$ cat src/rtl/n2cw_pkg.sv
package n2cw_pkg;

    localparam int unsigned BIN_W   = 32;
    localparam int unsigned DIGITS  = 10;
    localparam int unsigned BCD_W   = DIGITS * 4;
    localparam int unsigned FRAC_W  = 7;
    localparam int unsigned TOK_W   = 4;
    localparam int unsigned CNT_W   = 5;

    localparam logic [FRAC_W-1:0] FRAC_MAX = 7'd99;

    // word tokens
    localparam logic [TOK_W-1:0] TOK_ZERO     = 4'd0;
    localparam logic [TOK_W-1:0] TOK_TEN      = 4'd10;
    localparam logic [TOK_W-1:0] TOK_HUNDRED  = 4'd11;
    localparam logic [TOK_W-1:0] TOK_THOUSAND = 4'd12;
    localparam logic [TOK_W-1:0] TOK_WAN      = 4'd13;
    localparam logic [TOK_W-1:0] TOK_YI       = 4'd14;
    localparam logic [TOK_W-1:0] TOK_POINT    = 4'd15;

    // digit positions, most significant decimal digit first
    localparam logic [3:0] POS_TOP = 4'd9;
    localparam logic [3:0] POS_YI  = 4'd8;
    localparam logic [3:0] POS_WAN = 4'd4;
    localparam logic [3:0] POS_LOW = 4'd0;

    // place within a group of four digits
    localparam logic [1:0] PLACE_UNIT     = 2'd0;
    localparam logic [1:0] PLACE_TEN      = 2'd1;
    localparam logic [1:0] PLACE_HUNDRED  = 2'd2;
    localparam logic [1:0] PLACE_THOUSAND = 2'd3;

    // bits of the per-digit word mask, in speaking order
    localparam int unsigned MB_ZERO  = 0;
    localparam int unsigned MB_DIGIT = 1;
    localparam int unsigned MB_PLACE = 2;
    localparam int unsigned MB_GROUP = 3;

    typedef enum logic [1:0] {
        SPK_NONE,
        SPK_ON,
        SPK_ZERO
    } spk_t;

    typedef enum logic [3:0] {
        ST_IDLE,
        ST_CONV,
        ST_LOAD,
        ST_EMIT,
        ST_INTZ,
        ST_POINT,
        ST_TENTHS,
        ST_UNITS,
        ST_FLUSH
    } state_t;

endpackage

$ cat src/rtl/n2cw_bcd.sv
module n2cw_bcd
    import n2cw_pkg::*;
(
    input  logic             aclk,
    input  logic             aresetn,
    input  logic             start,
    input  logic [BIN_W-1:0] bin_in,
    output logic             done,
    output logic [BCD_W-1:0] bcd_out
);

    logic [BIN_W-1:0] bin_reg;
    logic [BCD_W-1:0] bcd_reg;
    logic [CNT_W-1:0] cnt_reg;
    logic             run_reg;
    logic             done_reg;
    logic [BCD_W-1:0] adj;

    // add three to every digit of five or more before the shift
    always_comb begin
        for (int i = 0; i < DIGITS; i++) begin
            if (bcd_reg[i*4 +: 4] >= 4'd5) begin
                adj[i*4 +: 4] = bcd_reg[i*4 +: 4] + 4'd3;
            end else begin
                adj[i*4 +: 4] = bcd_reg[i*4 +: 4];
            end
        end
    end

    always_ff @(posedge aclk) begin
        if (!aresetn) begin
            run_reg  <= 1'b0;
            done_reg <= 1'b0;
            cnt_reg  <= '0;
        end else begin
            done_reg <= 1'b0;
            if (start) begin
                run_reg <= 1'b1;
                cnt_reg <= '0;
            end else if (run_reg) begin
                cnt_reg <= cnt_reg + 1'b1;
                if (cnt_reg == CNT_W'(BIN_W - 1)) begin
                    run_reg  <= 1'b0;
                    done_reg <= 1'b1;
                end
            end
        end
    end

    always_ff @(posedge aclk) begin
        if (start) begin
            bin_reg <= bin_in;
            bcd_reg <= '0;
        end else if (run_reg) begin
            bin_reg <= {bin_reg[BIN_W-2:0], 1'b0};
            bcd_reg <= {adj[BCD_W-2:0], bin_reg[BIN_W-1]};
        end
    end

    assign done    = done_reg;
    assign bcd_out = bcd_reg;

endmodule

$ cat src/rtl/number_to_chinese_word_tokens_core.sv
// Spoken Chinese reading of an amount, as a run of word tokens.
//
// Input channel (s_): one request carries a 32-bit unsigned integer part and a
// hundredths value; values of 100 and above read as 99. s_tready is high only
// while the block is idle, so one request is worked on at a time.
// Result channel (m_): one word token per transfer, 0-9 digits, 10 ten,
// 11 hundred, 12 thousand, 13 ten-thousand, 14 hundred-million, 15 point.
// m_tlast marks the final word of each reading.
//
// Operation: the integer part is converted to ten decimal digits one bit per
// cycle, then the digits are walked one per cycle, waiting while the output
// stages are full, with an extra step per integer word spoken, followed by
// the zero and fraction words and a step to release the final word. The next
// request is taken once the final word is released; the bit-serial
// conversion and the one-word-per-cycle walk set the request rate.
// A stalled receiver holds the current word in the output register and one
// more in a holding stage; the walk waits until either frees up.
// Reset returns the block to idle and drops any partly delivered reading.
module number_to_chinese_word_tokens_core
    import n2cw_pkg::*;
(
    input  logic        aclk,
    input  logic        aresetn,
    input  logic        s_tvalid,
    output logic        s_tready,
    input  logic [39:0] s_tdata,   // [31:0] integer_part, [38:32] hundredths
    output logic        m_tvalid,
    input  logic        m_tready,
    output logic [7:0]  m_tdata,   // [3:0] word_token
    output logic        m_tlast    // last_token
);

    state_t state_reg, state_next;

    logic             conv_done;
    logic [BCD_W-1:0] conv_bcd;
    logic             s_accept;

    logic [BCD_W-1:0] walk_reg;
    logic [3:0]       pos_reg;
    logic [3:0]       dig_reg;
    logic [3:0]       mask_reg;
    spk_t             spk_reg;
    logic             grp_nz_reg;

    logic             frac_nz_reg;
    logic [3:0]       tenths_reg;
    logic [3:0]       units_reg;

    logic             pend_v_reg;
    logic [TOK_W-1:0] pend_tok_reg;
    logic             out_v_reg;
    logic [TOK_W-1:0] out_tok_reg;
    logic             out_last_reg;

    logic             out_free;
    logic             adv;
    logic             emit_valid;
    logic [TOK_W-1:0] emit_tok;
    logic             gen;

    logic [FRAC_W-1:0] frac_sat;
    logic [14:0]       frac_prod;
    logic [3:0]        frac_tenths;
    logic [FRAC_W-1:0] frac_units;

    logic [3:0]       cur_d;
    logic [1:0]       place;
    logic             d_nz;
    logic             grp_any;
    logic             grp_end;
    logic [3:0]       load_mask;
    spk_t             load_spk;
    logic [3:0]       mask_rest;
    logic [TOK_W-1:0] mask_tok;
    logic [TOK_W-1:0] place_tok;

    assign s_accept = s_tvalid && s_tready;
    assign s_tready = (state_reg == ST_IDLE);

    n2cw_bcd u_bcd (
        .aclk    (aclk),
        .aresetn (aresetn),
        .start   (s_accept),
        .bin_in  (s_tdata[BIN_W-1:0]),
        .done    (conv_done),
        .bcd_out (conv_bcd)
    );

    // split the fraction: tenths by multiply-and-shift, valid below 160
    always_comb begin
        if (s_tdata[38:32] > FRAC_MAX) begin
            frac_sat = FRAC_MAX;
        end else begin
            frac_sat = s_tdata[38:32];
        end
        frac_prod   = 15'(frac_sat) * 15'd205;
        frac_tenths = frac_prod[14:11];
        frac_units  = frac_sat - 7'(frac_tenths) * 7'd10;
    end

    // decide which words the current digit speaks
    always_comb begin
        cur_d   = walk_reg[BCD_W-1 -: 4];
        place   = pos_reg[1:0];
        d_nz    = (cur_d != 4'd0);
        grp_end = (place == PLACE_UNIT) && (pos_reg != POS_LOW);
        grp_any = grp_nz_reg || d_nz;

        load_mask[MB_ZERO]  = d_nz && (spk_reg == SPK_ZERO);
        load_mask[MB_DIGIT] = d_nz && !((place == PLACE_TEN) && (spk_reg == SPK_NONE)
                                        && (cur_d == 4'd1));
        load_mask[MB_PLACE] = d_nz && (place != PLACE_UNIT);
        load_mask[MB_GROUP] = grp_end && grp_any;

        if (grp_end && grp_any) begin
            load_spk = SPK_ON;
        end else if (d_nz) begin
            load_spk = SPK_ON;
        end else if (spk_reg != SPK_NONE) begin
            load_spk = SPK_ZERO;
        end else begin
            load_spk = spk_reg;
        end
    end

    always_comb begin
        unique case (pos_reg[1:0])
            PLACE_THOUSAND: place_tok = TOK_THOUSAND;
            PLACE_HUNDRED:  place_tok = TOK_HUNDRED;
            PLACE_TEN:      place_tok = TOK_TEN;
            PLACE_UNIT:     place_tok = TOK_ZERO;
        endcase

        mask_rest = mask_reg & (mask_reg - 4'd1);

        priority if (mask_reg[MB_ZERO]) begin
            mask_tok = TOK_ZERO;
        end else if (mask_reg[MB_DIGIT]) begin
            mask_tok = dig_reg;
        end else if (mask_reg[MB_PLACE]) begin
            mask_tok = place_tok;
        end else if (pos_reg == POS_YI) begin
            mask_tok = TOK_YI;
        end else begin
            mask_tok = TOK_WAN;
        end
    end

    assign out_free = !out_v_reg || m_tready;
    assign adv      = !pend_v_reg || out_free;

    // words offered by each state
    always_comb begin
        emit_valid = 1'b0;
        emit_tok   = TOK_ZERO;
        unique case (state_reg)
            ST_EMIT: begin
                emit_valid = 1'b1;
                emit_tok   = mask_tok;
            end
            ST_INTZ: begin
                emit_valid = (spk_reg == SPK_NONE);
                emit_tok   = TOK_ZERO;
            end
            ST_POINT: begin
                emit_valid = frac_nz_reg;
                emit_tok   = TOK_POINT;
            end
            ST_TENTHS: begin
                emit_valid = frac_nz_reg;
                emit_tok   = tenths_reg;
            end
            ST_UNITS: begin
                emit_valid = (units_reg != 4'd0);
                emit_tok   = units_reg;
            end
            default: ;
        endcase
    end

    assign gen = emit_valid && adv;

    always_comb begin
        state_next = state_reg;
        unique case (state_reg)
            ST_IDLE: begin
                if (s_tvalid) begin
                    state_next = ST_CONV;
                end
            end
            ST_CONV: begin
                if (conv_done) begin
                    state_next = ST_LOAD;
                end
            end
            ST_LOAD: begin
                if (load_mask != 4'd0) begin
                    state_next = ST_EMIT;
                end else if (pos_reg == POS_LOW) begin
                    state_next = ST_INTZ;
                end
            end
            ST_EMIT: begin
                if (adv && (mask_rest == 4'd0)) begin
                    state_next = (pos_reg == POS_LOW) ? ST_INTZ : ST_LOAD;
                end
            end
            ST_INTZ: begin
                if (!emit_valid || adv) begin
                    state_next = ST_POINT;
                end
            end
            ST_POINT: begin
                if (!emit_valid || adv) begin
                    state_next = ST_TENTHS;
                end
            end
            ST_TENTHS: begin
                if (!emit_valid || adv) begin
                    state_next = ST_UNITS;
                end
            end
            ST_UNITS: begin
                if (!emit_valid || adv) begin
                    state_next = ST_FLUSH;
                end
            end
            ST_FLUSH: begin
                if (out_free) begin
                    state_next = ST_IDLE;
                end
            end
            default: state_next = ST_IDLE;
        endcase
    end

    always_ff @(posedge aclk) begin
        if (!aresetn) begin
            state_reg <= ST_IDLE;
        end else begin
            state_reg <= state_next;
        end
    end

    // digit walk
    always_ff @(posedge aclk) begin
        if (!aresetn) begin
            spk_reg    <= SPK_NONE;
            grp_nz_reg <= 1'b0;
            pos_reg    <= POS_TOP;
            mask_reg   <= '0;
        end else begin
            unique case (state_reg)
                ST_CONV: begin
                    spk_reg    <= SPK_NONE;
                    grp_nz_reg <= 1'b0;
                    pos_reg    <= POS_TOP;
                    mask_reg   <= '0;
                end
                ST_LOAD: begin
                    mask_reg   <= load_mask;
                    spk_reg    <= load_spk;
                    grp_nz_reg <= (place == PLACE_UNIT) ? 1'b0 : grp_any;
                    if ((load_mask == 4'd0) && (pos_reg != POS_LOW)) begin
                        pos_reg <= pos_reg - 4'd1;
                    end
                end
                ST_EMIT: begin
                    if (adv) begin
                        mask_reg <= mask_rest;
                        if ((mask_rest == 4'd0) && (pos_reg != POS_LOW)) begin
                            pos_reg <= pos_reg - 4'd1;
                        end
                    end
                end
                default: ;
            endcase
        end
    end

    always_ff @(posedge aclk) begin
        if (s_accept) begin
            frac_nz_reg <= (frac_sat != '0);
            tenths_reg  <= frac_tenths;
            units_reg   <= frac_units[3:0];
        end
        if (state_reg == ST_CONV && conv_done) begin
            walk_reg <= conv_bcd;
        end else if (state_reg == ST_LOAD) begin
            walk_reg <= {walk_reg[BCD_W-5:0], 4'd0};
            dig_reg  <= cur_d;
        end
    end

    // hold each new word one step so the final one can carry tlast
    always_ff @(posedge aclk) begin
        if (!aresetn) begin
            pend_v_reg <= 1'b0;
            out_v_reg  <= 1'b0;
        end else begin
            if (gen) begin
                pend_v_reg <= 1'b1;
                if (pend_v_reg) begin
                    out_v_reg <= 1'b1;
                end else if (m_tready) begin
                    out_v_reg <= 1'b0;
                end
            end else if (state_reg == ST_FLUSH && out_free) begin
                pend_v_reg <= 1'b0;
                out_v_reg  <= 1'b1;
            end else if (m_tready) begin
                out_v_reg <= 1'b0;
            end
        end
    end

    always_ff @(posedge aclk) begin
        if (gen) begin
            pend_tok_reg <= emit_tok;
            if (pend_v_reg) begin
                out_tok_reg  <= pend_tok_reg;
                out_last_reg <= 1'b0;
            end
        end else if (state_reg == ST_FLUSH && out_free) begin
            out_tok_reg  <= pend_tok_reg;
            out_last_reg <= 1'b1;
        end
    end

    assign m_tvalid = out_v_reg;
    assign m_tdata  = {4'd0, out_tok_reg};
    assign m_tlast  = out_last_reg;

    a_idle_empty: assert property (@(posedge aclk) disable iff (!aresetn)
        (state_reg == ST_IDLE) |-> !pend_v_reg)
        else $error("word left in holding stage while idle");

    a_flush_pend: assert property (@(posedge aclk) disable iff (!aresetn)
        (state_reg == ST_FLUSH) |-> pend_v_reg)
        else $error("reading finished without a final word");

    a_emit_mask: assert property (@(posedge aclk) disable iff (!aresetn)
        (state_reg == ST_EMIT) |-> (mask_reg != 4'd0))
        else $error("emit state with no word to speak");

    a_conv_in_conv: assert property (@(posedge aclk) disable iff (!aresetn)
        conv_done |-> (state_reg == ST_CONV))
        else $error("conversion finished outside conversion state");

    a_pos_range: assert property (@(posedge aclk) disable iff (!aresetn)
        (pos_reg <= POS_TOP))
        else $error("digit position out of range");

endmodule

$ cat config.mk
export PLATFORM = sky130hd
export DESIGN_NAME = number_to_chinese_word_tokens_core
export DESIGN_NICKNAME = d
export VERILOG_FILES = /design/src/rtl/n2cw_pkg.sv /design/src/rtl/n2cw_bcd.sv /design/src/rtl/number_to_chinese_word_tokens_core.sv
export SDC_FILE = /design/constraint.sdc
export NUM_CORES = 1
export LEC_CHECK = 0
export BUFFER_PORTS_ARGS = -buffer_cell sky130_fd_sc_hd__buf_2
export CORE_MARGIN = 2
export CORE_UTILIZATION = 65
export DETAILED_ROUTE_END_ITERATION = 12
export PLACE_DENSITY = 0.85
export SLEW_MARGIN = 25
export SYNTH_ARGS = -nofsm -noshare
export SYNTH_HDL_FRONTEND = slang
export SYNTH_SLANG_ARGS = --single-unit
$ cat constraint.sdc
create_clock -name aclk -period 11.7 [get_ports aclk]
set_clock_uncertainty 0.1 [all_clocks]
set_input_delay 2.34 -clock aclk [delete_from_list [all_inputs] [get_ports aclk]]
set_output_delay 2.34 -clock aclk [all_outputs]
set_load 0.02 [all_outputs]
==> results of run 1 <==
## worst max path at each step
stage                 from                     end  cells after the start  slack, ns
2_1_floorplan  s_tdata[35]  units_reg[3]$_DFFE_PP_                     20       4.93
3_3_place_gp   s_tdata[37]  units_reg[3]$_DFFE_PP_                     19       4.42
3_5_place_dp   s_tdata[37]  units_reg[3]$_DFFE_PP_                     20       4.21
4_1_cts        s_tdata[37]  units_reg[3]$_DFFE_PP_                     20       4.66
5_1_grt        s_tdata[37]  units_reg[3]$_DFFE_PP_                     20       4.35
6_report       s_tdata[37]  units_reg[3]$_DFFE_PP_                     20       4.66
## metal layers
layer  up-vias  global-route usage  part of all wire
li1       3064                   -                 -
met1      2947               0.333              0.44
met2       223               0.394              0.48
met3        32              0.0521             0.058
met4         0              0.0982             0.020
met5         -                   0                 0
## critical path, cell delays in order
cell,delay (ns)
buf_2,0.14
a21boi_1,0.50
inv_1,0.11
ha_1,0.33
ha_1,0.18
or2_2,0.31
fa_1,0.47
ha_1,0.31
ha_1,0.32
nand4_1,0.14
nor2_1,0.07
a211oi_2,0.47
xnor2_1,0.21
ha_1,0.19
inv_1,0.05
fa_1,0.38
xnor2_1,0.19
xnor2_1,0.15
xnor2_1,0.16
xnor2_1,0.08
## through the flow
stage	cells	hold WS (ns)	worst slack [ns]	power (mW)
2_1_floorplan	865	0.300	4.93	1.56
3_3_place_gp	1049	0.302	4.42	1.71
3_5_place_dp	1049	0.318	4.21	1.75
4_1_cts	1081	0.332	4.66	2.39
5_1_grt	1081	0.333	4.35	2.55
6_report	1081	0.325	4.66	2.39
## synthesized netlist by cell type (all sizes together), types with 5 or more instances
cell type,n
a211oi,8
a21boi,6
a21oi,54
buf,15
clkbuf,26
dfxtp,64
edfxtp,94
fa,9
ha,62
inv,61
mux2,19
mux2i,33
nand2,153
nand2b,14
nand3,17
nor2,59
nor2b,5
nor3,11
nor3b,7
nor4,5
o21ai,55
o22ai,5
xnor2,19
xor2,7
## area by class of cell
class	instances	share of cell area
Timing Repair Buffer	53	0.0288
Inverter	61	0.0240
Tap cell	172	0.0225
Sequential cell	158	0.429
Clock buffer	18	0.0459
Clock inverter	14	0.0249
Multi-Input combinational cell	605	0.424
## power groups by stage
stage / clock network, mW / registers (mW) / logic, mW
final: 0.630 / 0.961 / 0.801
after global placement: 0 / 0.957 / 0.754
after floorplan: 0 / 0.927 / 0.631
after global routing: 0.658 / 0.981 / 0.910
after CTS: 0.633 / 0.959 / 0.802
after detailed placement: 0 / 0.966 / 0.782
## cell families (layout without fill, tap and decap cells)
group,count (synthesis),count (layout)
mux,52,52
other cells,1,4
simple gates,297,297
buf+inv,102,146
flops,158,158
fa+ha+maj,72,72
compound gates,154,154
xor+xnor,26,26
==> metrics.log, run 1 <==
[metrics] number of max-slew violations in the final report: 0
[metrics] post-synthesis xor/xnor area fraction: 0.0266
[metrics] height of the chip: 119 µm
[metrics] internal power contribution: 1.54 mW
[metrics] total routed wirelength: 16500 µm
[metrics] number of detailed-route iterations in the first pass: 5
[metrics] power share of the combinational group: 0.335
[metrics] vias per inst: 5.80
[metrics] dominant combinational cell family by area after synthesis: simple AND/OR/NAND/NOR gates
[metrics] layout-stage area growth over the synthesis result: 11.8%
[metrics] Ant. Diodes: 0
[metrics] fraction of layout cells with a size suffix above 1: 0.136
[metrics] number of antenna violations at the first check in global routing: 0
[metrics] total number of clock tree sinks: 158
[metrics] main flop type after synthesis: edfxtp_1
[metrics] number of enable flip-flop cells after synthesis: 94
[metrics] Reg2Reg Capture Point: walk_reg[14]$_DFFE_PP_
[metrics] areal power density over the cells: 250 nW/µm²
[metrics] Post-DP Area: 8880 µm²
[metrics] post-route DRC violation count: 0
[metrics] via count of the first global-routing pass: 5997
[metrics] actual slew at the worst max-slew pin: 0.950 ns
[metrics] minimum setup slack among reg-to-reg paths: 8.82 ns
[metrics] final instance area: 9560 µm²
[metrics] final critical-path required period: 7.04 ns
[metrics] Seq. cell area: 4110 µm²
[metrics] post-synthesis adder-cell area fraction: 0.113
[metrics] Synth async-reset ratio: 0
[metrics] Seq/Total Area, Yosys: 0.480
[metrics] Via Count: 6266
[metrics] max-cap violation count: 0
[metrics] final-layout setup total negative slack: 0 ns
[metrics] area used by multi-input combinational logic: 4060 µm²
[metrics] Root Buffer Master: clkbuf_16
[metrics] H-Tree Depth: 4
[metrics] Synth top area share: 0.330
[metrics] compound-gate portion of the synthesized area: 0.111
[metrics] P_sw: 0.847 mW
[metrics] maximum clock frequency: 142 MHz
[metrics] highest-count cells in the layout ignoring fill and taps: nand2_1, edfxtp_1, dfxtp_1
[metrics] clock tree from TritonCTS: yes
[metrics] Iteration-0 DRC Markers: 647
[metrics] end of the worst hold path: out_tok_reg[3]$_DFFE_PP_
[metrics] final global-route overflow total: 0
[metrics] R2R depth: 3
[metrics] maximum number of pins on one net before global-route repair: 68
[metrics] Switching Fraction: 0.354
[metrics] first-pass GRT wire length: 28300 µm
[metrics] part of the power in registers: 0.402
[metrics] highest fanout seen on the critical path: 7
[metrics] standby leakage power: 3.96 nW
[metrics] horizontal die dimension: 119 µm
[metrics] critical setup path kind: input port to register
[metrics] post-synth cell types: 64
[metrics] startpoint of the worst hold path: pend_tok_reg[3]$_DFFE_PP_
[metrics] CP Launch Type: input port
[metrics] number of setup buffers added after CTS: 0
[metrics] all-layer global routing usage: 0.248
[metrics] library cell with the largest summed area after synthesis: edfxtp_1
[metrics] routed length per placed instance: 15.3 µm
[metrics] synthesized-area fraction occupied by and/or/nand/nor cells: 0.158
[metrics] post-route fraction of the period consumed by the critical path: 0.602
[metrics] cell count after synthesis: 862
[metrics] Syn. warnings: 0
[metrics] initial core utilization: 0.672
[metrics] nets: 1011
[metrics] worst hold path class: register to register
[metrics] clock-pin slew of the registers on the worst-case setup and hold paths: 0.06 ns
[metrics] remaining antenna violation count: 0
[metrics] Worst EP arrival: 7.12 ns
[metrics] Die Outline Area: 14100 µm²
[metrics] Crit Reg-Reg Startpoint: state_reg[0]$_SDFFE_PN0P_
[metrics] proportion of synthesized area in mux cells: 0.0637
[metrics] Fin. Hold Viols: 0
[metrics] worst rel slew slack: 0.364
[metrics] number of buffers inserted by port buffering: 49
[metrics] critical path capture point type: register
[metrics] Core Box Area: 12700 µm²
[metrics] hold buffers post-CTS: 0
[metrics] total setup violations reported at the end of the flow: 0
[metrics] top area cells in the synthesized netlist: edfxtp_1, dfxtp_1, ha_1, nand2_1, mux2i_1
[metrics] status: finished clean
[metrics] Clock power frac: 0.263
[metrics] post-cts repair resize count: 0
[metrics] Layout Utilization: 0.751
[metrics] # IOs: 55
[metrics] Clock Path Buffers: 2
[metrics] fillcell total: 840
[metrics] # rows: 41
[metrics] half-perimeter wire length after placement: 10600 µm
[metrics] post-synthesis instance area: 8550 µm²
[metrics] number of stages on the worst hold path: 0
[metrics] clock buffer count from CTS: 17
[metrics] Avg Inst Size Synth: 9.92 µm²
[metrics] #FFs+latches synth: 158
[metrics] RSZ-0062 raised after global routing: false
[metrics] VDD IR-drop max: 0.000145 V
[metrics] required time at the endpoint of the critical path: 11.78 ns
[metrics] leading cell type in the layout, fill and taps excluded: nand2_1
[metrics] last weighted congestion value of the routability-driven placer: 0.882
[metrics] clock insertion delay at the later pin of the skew report: 0.43 ns
Note: power is estimated with default switching activity, not from simulation.
==> run 2: changes to the inputs <==
--- a/config.mk
+++ b/config.mk
@@ -7,9 +7,9 @@
 export LEC_CHECK = 0
 export BUFFER_PORTS_ARGS = -buffer_cell sky130_fd_sc_hd__buf_2
 export CORE_MARGIN = 2
-export CORE_UTILIZATION = 65
+export CORE_UTILIZATION = 55
 export DETAILED_ROUTE_END_ITERATION = 12
-export PLACE_DENSITY = 0.85
+export PLACE_DENSITY = 0.76
 export SLEW_MARGIN = 25
 export SYNTH_ARGS = -nofsm -noshare
 export SYNTH_HDL_FRONTEND = slang
==> constraint.sdc (replaced) <==
create_clock -name aclk -period 6.01 [get_ports aclk]
set_clock_uncertainty 0.1 [all_clocks]
set_input_delay 1.202 -clock aclk [delete_from_list [all_inputs] [get_ports aclk]]
set_output_delay 1.202 -clock aclk [all_outputs]
set_load 0.02 [all_outputs]
==> metrics.log, run 2 (same netlist as run 1, synthesis figures left out) <==
[metrics] number of buffers inserted by port buffering: 49
[metrics] critical setup path kind: input port to register
[metrics] Final Worst Setup Slack: 0.406 ns
[metrics] initial core utilization: 0.562
[metrics] number of max-slew violations in the final report: 0
[metrics] Core Box Area: 15200 µm²
[metrics] clock insertion delay at the later pin of the skew report: 0.42 ns
[metrics] number of detailed-route iterations in the first pass: 5
[metrics] minimum setup slack among reg-to-reg paths: 3.08 ns
[metrics] Post-DP Area: 8930 µm²
[metrics] Crit Reg-Reg Startpoint: state_reg[0]$_SDFFE_PN0P_
[metrics] worst hold path class: register to register
[metrics] startpoint of the worst hold path: pend_tok_reg[1]$_DFFE_PP_
[metrics] final critical-path required period: 5.60 ns
[metrics] end of the worst hold path: out_tok_reg[1]$_DFFE_PP_
[metrics] number of setup buffers added after CTS: 0
[metrics] Die Outline Area: 16600 µm²
[metrics] required time at the endpoint of the critical path: 6.08 ns
[metrics] height of the chip: 129 µm
[metrics] Total Power: 4.40 mW
[metrics] fillcell total: 1264
[metrics] highest routing layer actually used: met4
[metrics] highest-count cells in the layout ignoring fill and taps: nand2_1, edfxtp_1, dfxtp_1
[metrics] via count of the first global-routing pass: 5657
[metrics] clock tree from TritonCTS: yes
[metrics] routed length on met2: 7390 µm
[metrics] post-route fraction of the period consumed by the critical path: 0.933
[metrics] areal power density over the cells: 464 nW/µm²
[metrics] horizontal die dimension: 129 µm
[metrics] # IOs: 55
[metrics] H-Tree Depth: 4
[metrics] RSZ-0062 raised after global routing: false
[metrics] fraction of layout cells with a size suffix above 1: 0.137
[metrics] Iteration-0 DRC Markers: 364
[metrics] last weighted congestion value of the routability-driven placer: 0.878
[metrics] post-cts repair resize count: 0
[metrics] remaining antenna violation count: 0
[metrics] met3 wire length: 592 µm
[metrics] number of stages on the worst hold path: 0
[metrics] worst rel slew slack: 0.388
[metrics] vias per inst: 5.49
[metrics] total setup violations reported at the end of the flow: 0
[metrics] Setup WS pre-CTS: -0.000310 ns
[metrics] Worst EP arrival: 5.67 ns
[metrics] routed length per placed instance: 14.2 µm
[metrics] total routed wirelength: 15600 µm
[metrics] Clock Path Buffers: 2
[metrics] Reg2Reg Capture Point: walk_reg[2]$_SDFFCE_PN0P_
[metrics] status: finished clean
[metrics] wire length on met1: 7370 µm
[metrics] layout-stage area growth over the synthesis result: 10.9%
[metrics] maximum number of pins on one net before global-route repair: 64
[metrics] total number of clock tree sinks: 158
[metrics] standby leakage power: 3.91 nW
[metrics] Fin. Hold Viols: 0
[metrics] half-perimeter wire length after placement: 10600 µm
[metrics] Ant. Diodes: 0
[metrics] number of antenna violations at the first check in global routing: 0
[metrics] # rows: 45
[metrics] final global-route overflow total: 0
[metrics] actual slew at the worst max-slew pin: 0.915 ns
[metrics] post-route DRC violation count: 0
[metrics] first-pass GRT wire length: 26600 µm
[metrics] max-cap violation count: 0
[metrics] highest fanout seen on the critical path: 6
[metrics] leading cell type in the layout, fill and taps excluded: nand2_1
[metrics] R2R depth: 3
[metrics] nets: 1015
[metrics] clock-pin slew of the registers on the worst-case setup and hold paths: 0.06 ns
[metrics] VDD IR-drop max: 0.000242 V
[metrics] clock buffer count from CTS: 17
[metrics] critical path capture point type: register
[metrics] final-layout setup total negative slack: 0 ns
[metrics] all-layer global routing usage: 0.200
[metrics] Root Buffer Master: clkbuf_16
[metrics] hold buffers post-CTS: 0
[metrics] CP Launch Type: input port
[metrics] Via Count: 6049
[metrics] final instance area: 9480 µm²
[metrics] maximum clock frequency: 178 MHz
==> run 2: changes by cell type in the layout (fill, tap and decap cells not counted), sizes merged <==
cell,before,now
buf,53,57
bufinv,6,1
clkinvlp,1,3
clkbuf,18,19
inv,62,64
==> run 2: metrics by stage <==
step / hold slack (ns) / cells / utilization
4_1_cts: 0.320 / 1101 / 0.623
2_1_floorplan: 0.300 / 865 / -
5_1_grt: 0.334 / 1101 / 0.624
3_5_place_dp: 0.306 / 1069 / 0.587
6_report: 0.318 / 1101 / 0.624
3_3_place_gp: 0.300 / 1069 / 0.587
==> run 2: where the power goes <==
part	switching [mW]	total, mW	leakage [nW]	internal (mW)
sequential	0.220	1.86	1.40	1.64
combinational	0.955	1.53	2.25	0.577
clock	0.434	1.00	0.262	0.570
total	1.61	4.40	3.91	2.79
==> run 2: worst max path at each step <==
stage,depth (start not counted),endpoint,slack [ns],startpoint
5_1_grt,22,units_reg[3]$_DFFE_PP_,0.15,s_tdata[38]
6_report,22,units_reg[3]$_DFFE_PP_,0.41,s_tdata[38]
3_3_place_gp,23,units_reg[3]$_DFFE_PP_,0.07,s_tdata[38]
2_1_floorplan,20,units_reg[3]$_DFFE_PP_,0.38,s_tdata[35]
4_1_cts,22,units_reg[3]$_DFFE_PP_,0.43,s_tdata[38]
3_5_place_dp,21,units_reg[3]$_DFFE_PP_,-0.0003,s_tdata[35]
==> run 2: area by class of cell <==
class	instances	area, µm²	area share
clock buffer	19	433	0.0457
clock inverter	13	115	0.0121
inverter	61	229	0.0242
multi-input combinational	605	4060	0.428
sequential	158	4110	0.433
tap	188	235	0.0248
timing repair buffer	57	305	0.0322
==> run 2: worst max-delay path, stage by stage <==
cell      delay [ns]
buf_2           0.14
nand2_1         0.09
and2_1          0.18
ha_1            0.31
inv_1           0.07
fa_1            0.53
inv_1           0.04
ha_1            0.27
inv_1           0.05
fa_1            0.50
inv_1           0.05
ha_1            0.28
nand4_1         0.11
nor2_1          0.07
a211oi_2        0.39
o21bai_1        0.17
xnor2_1         0.18
fa_1            0.44
xnor2_1         0.19
xnor2_1         0.16
xnor2_1         0.16
xnor2_1         0.08
==> run 2: metal layers <==
layer / global-route usage / vias up
li1: - / 3065
met1: 0.271 / 2834
met5: 0 / -
met2: 0.320 / 122
met4: 0.0595 / 0
met3: 0.0511 / 28
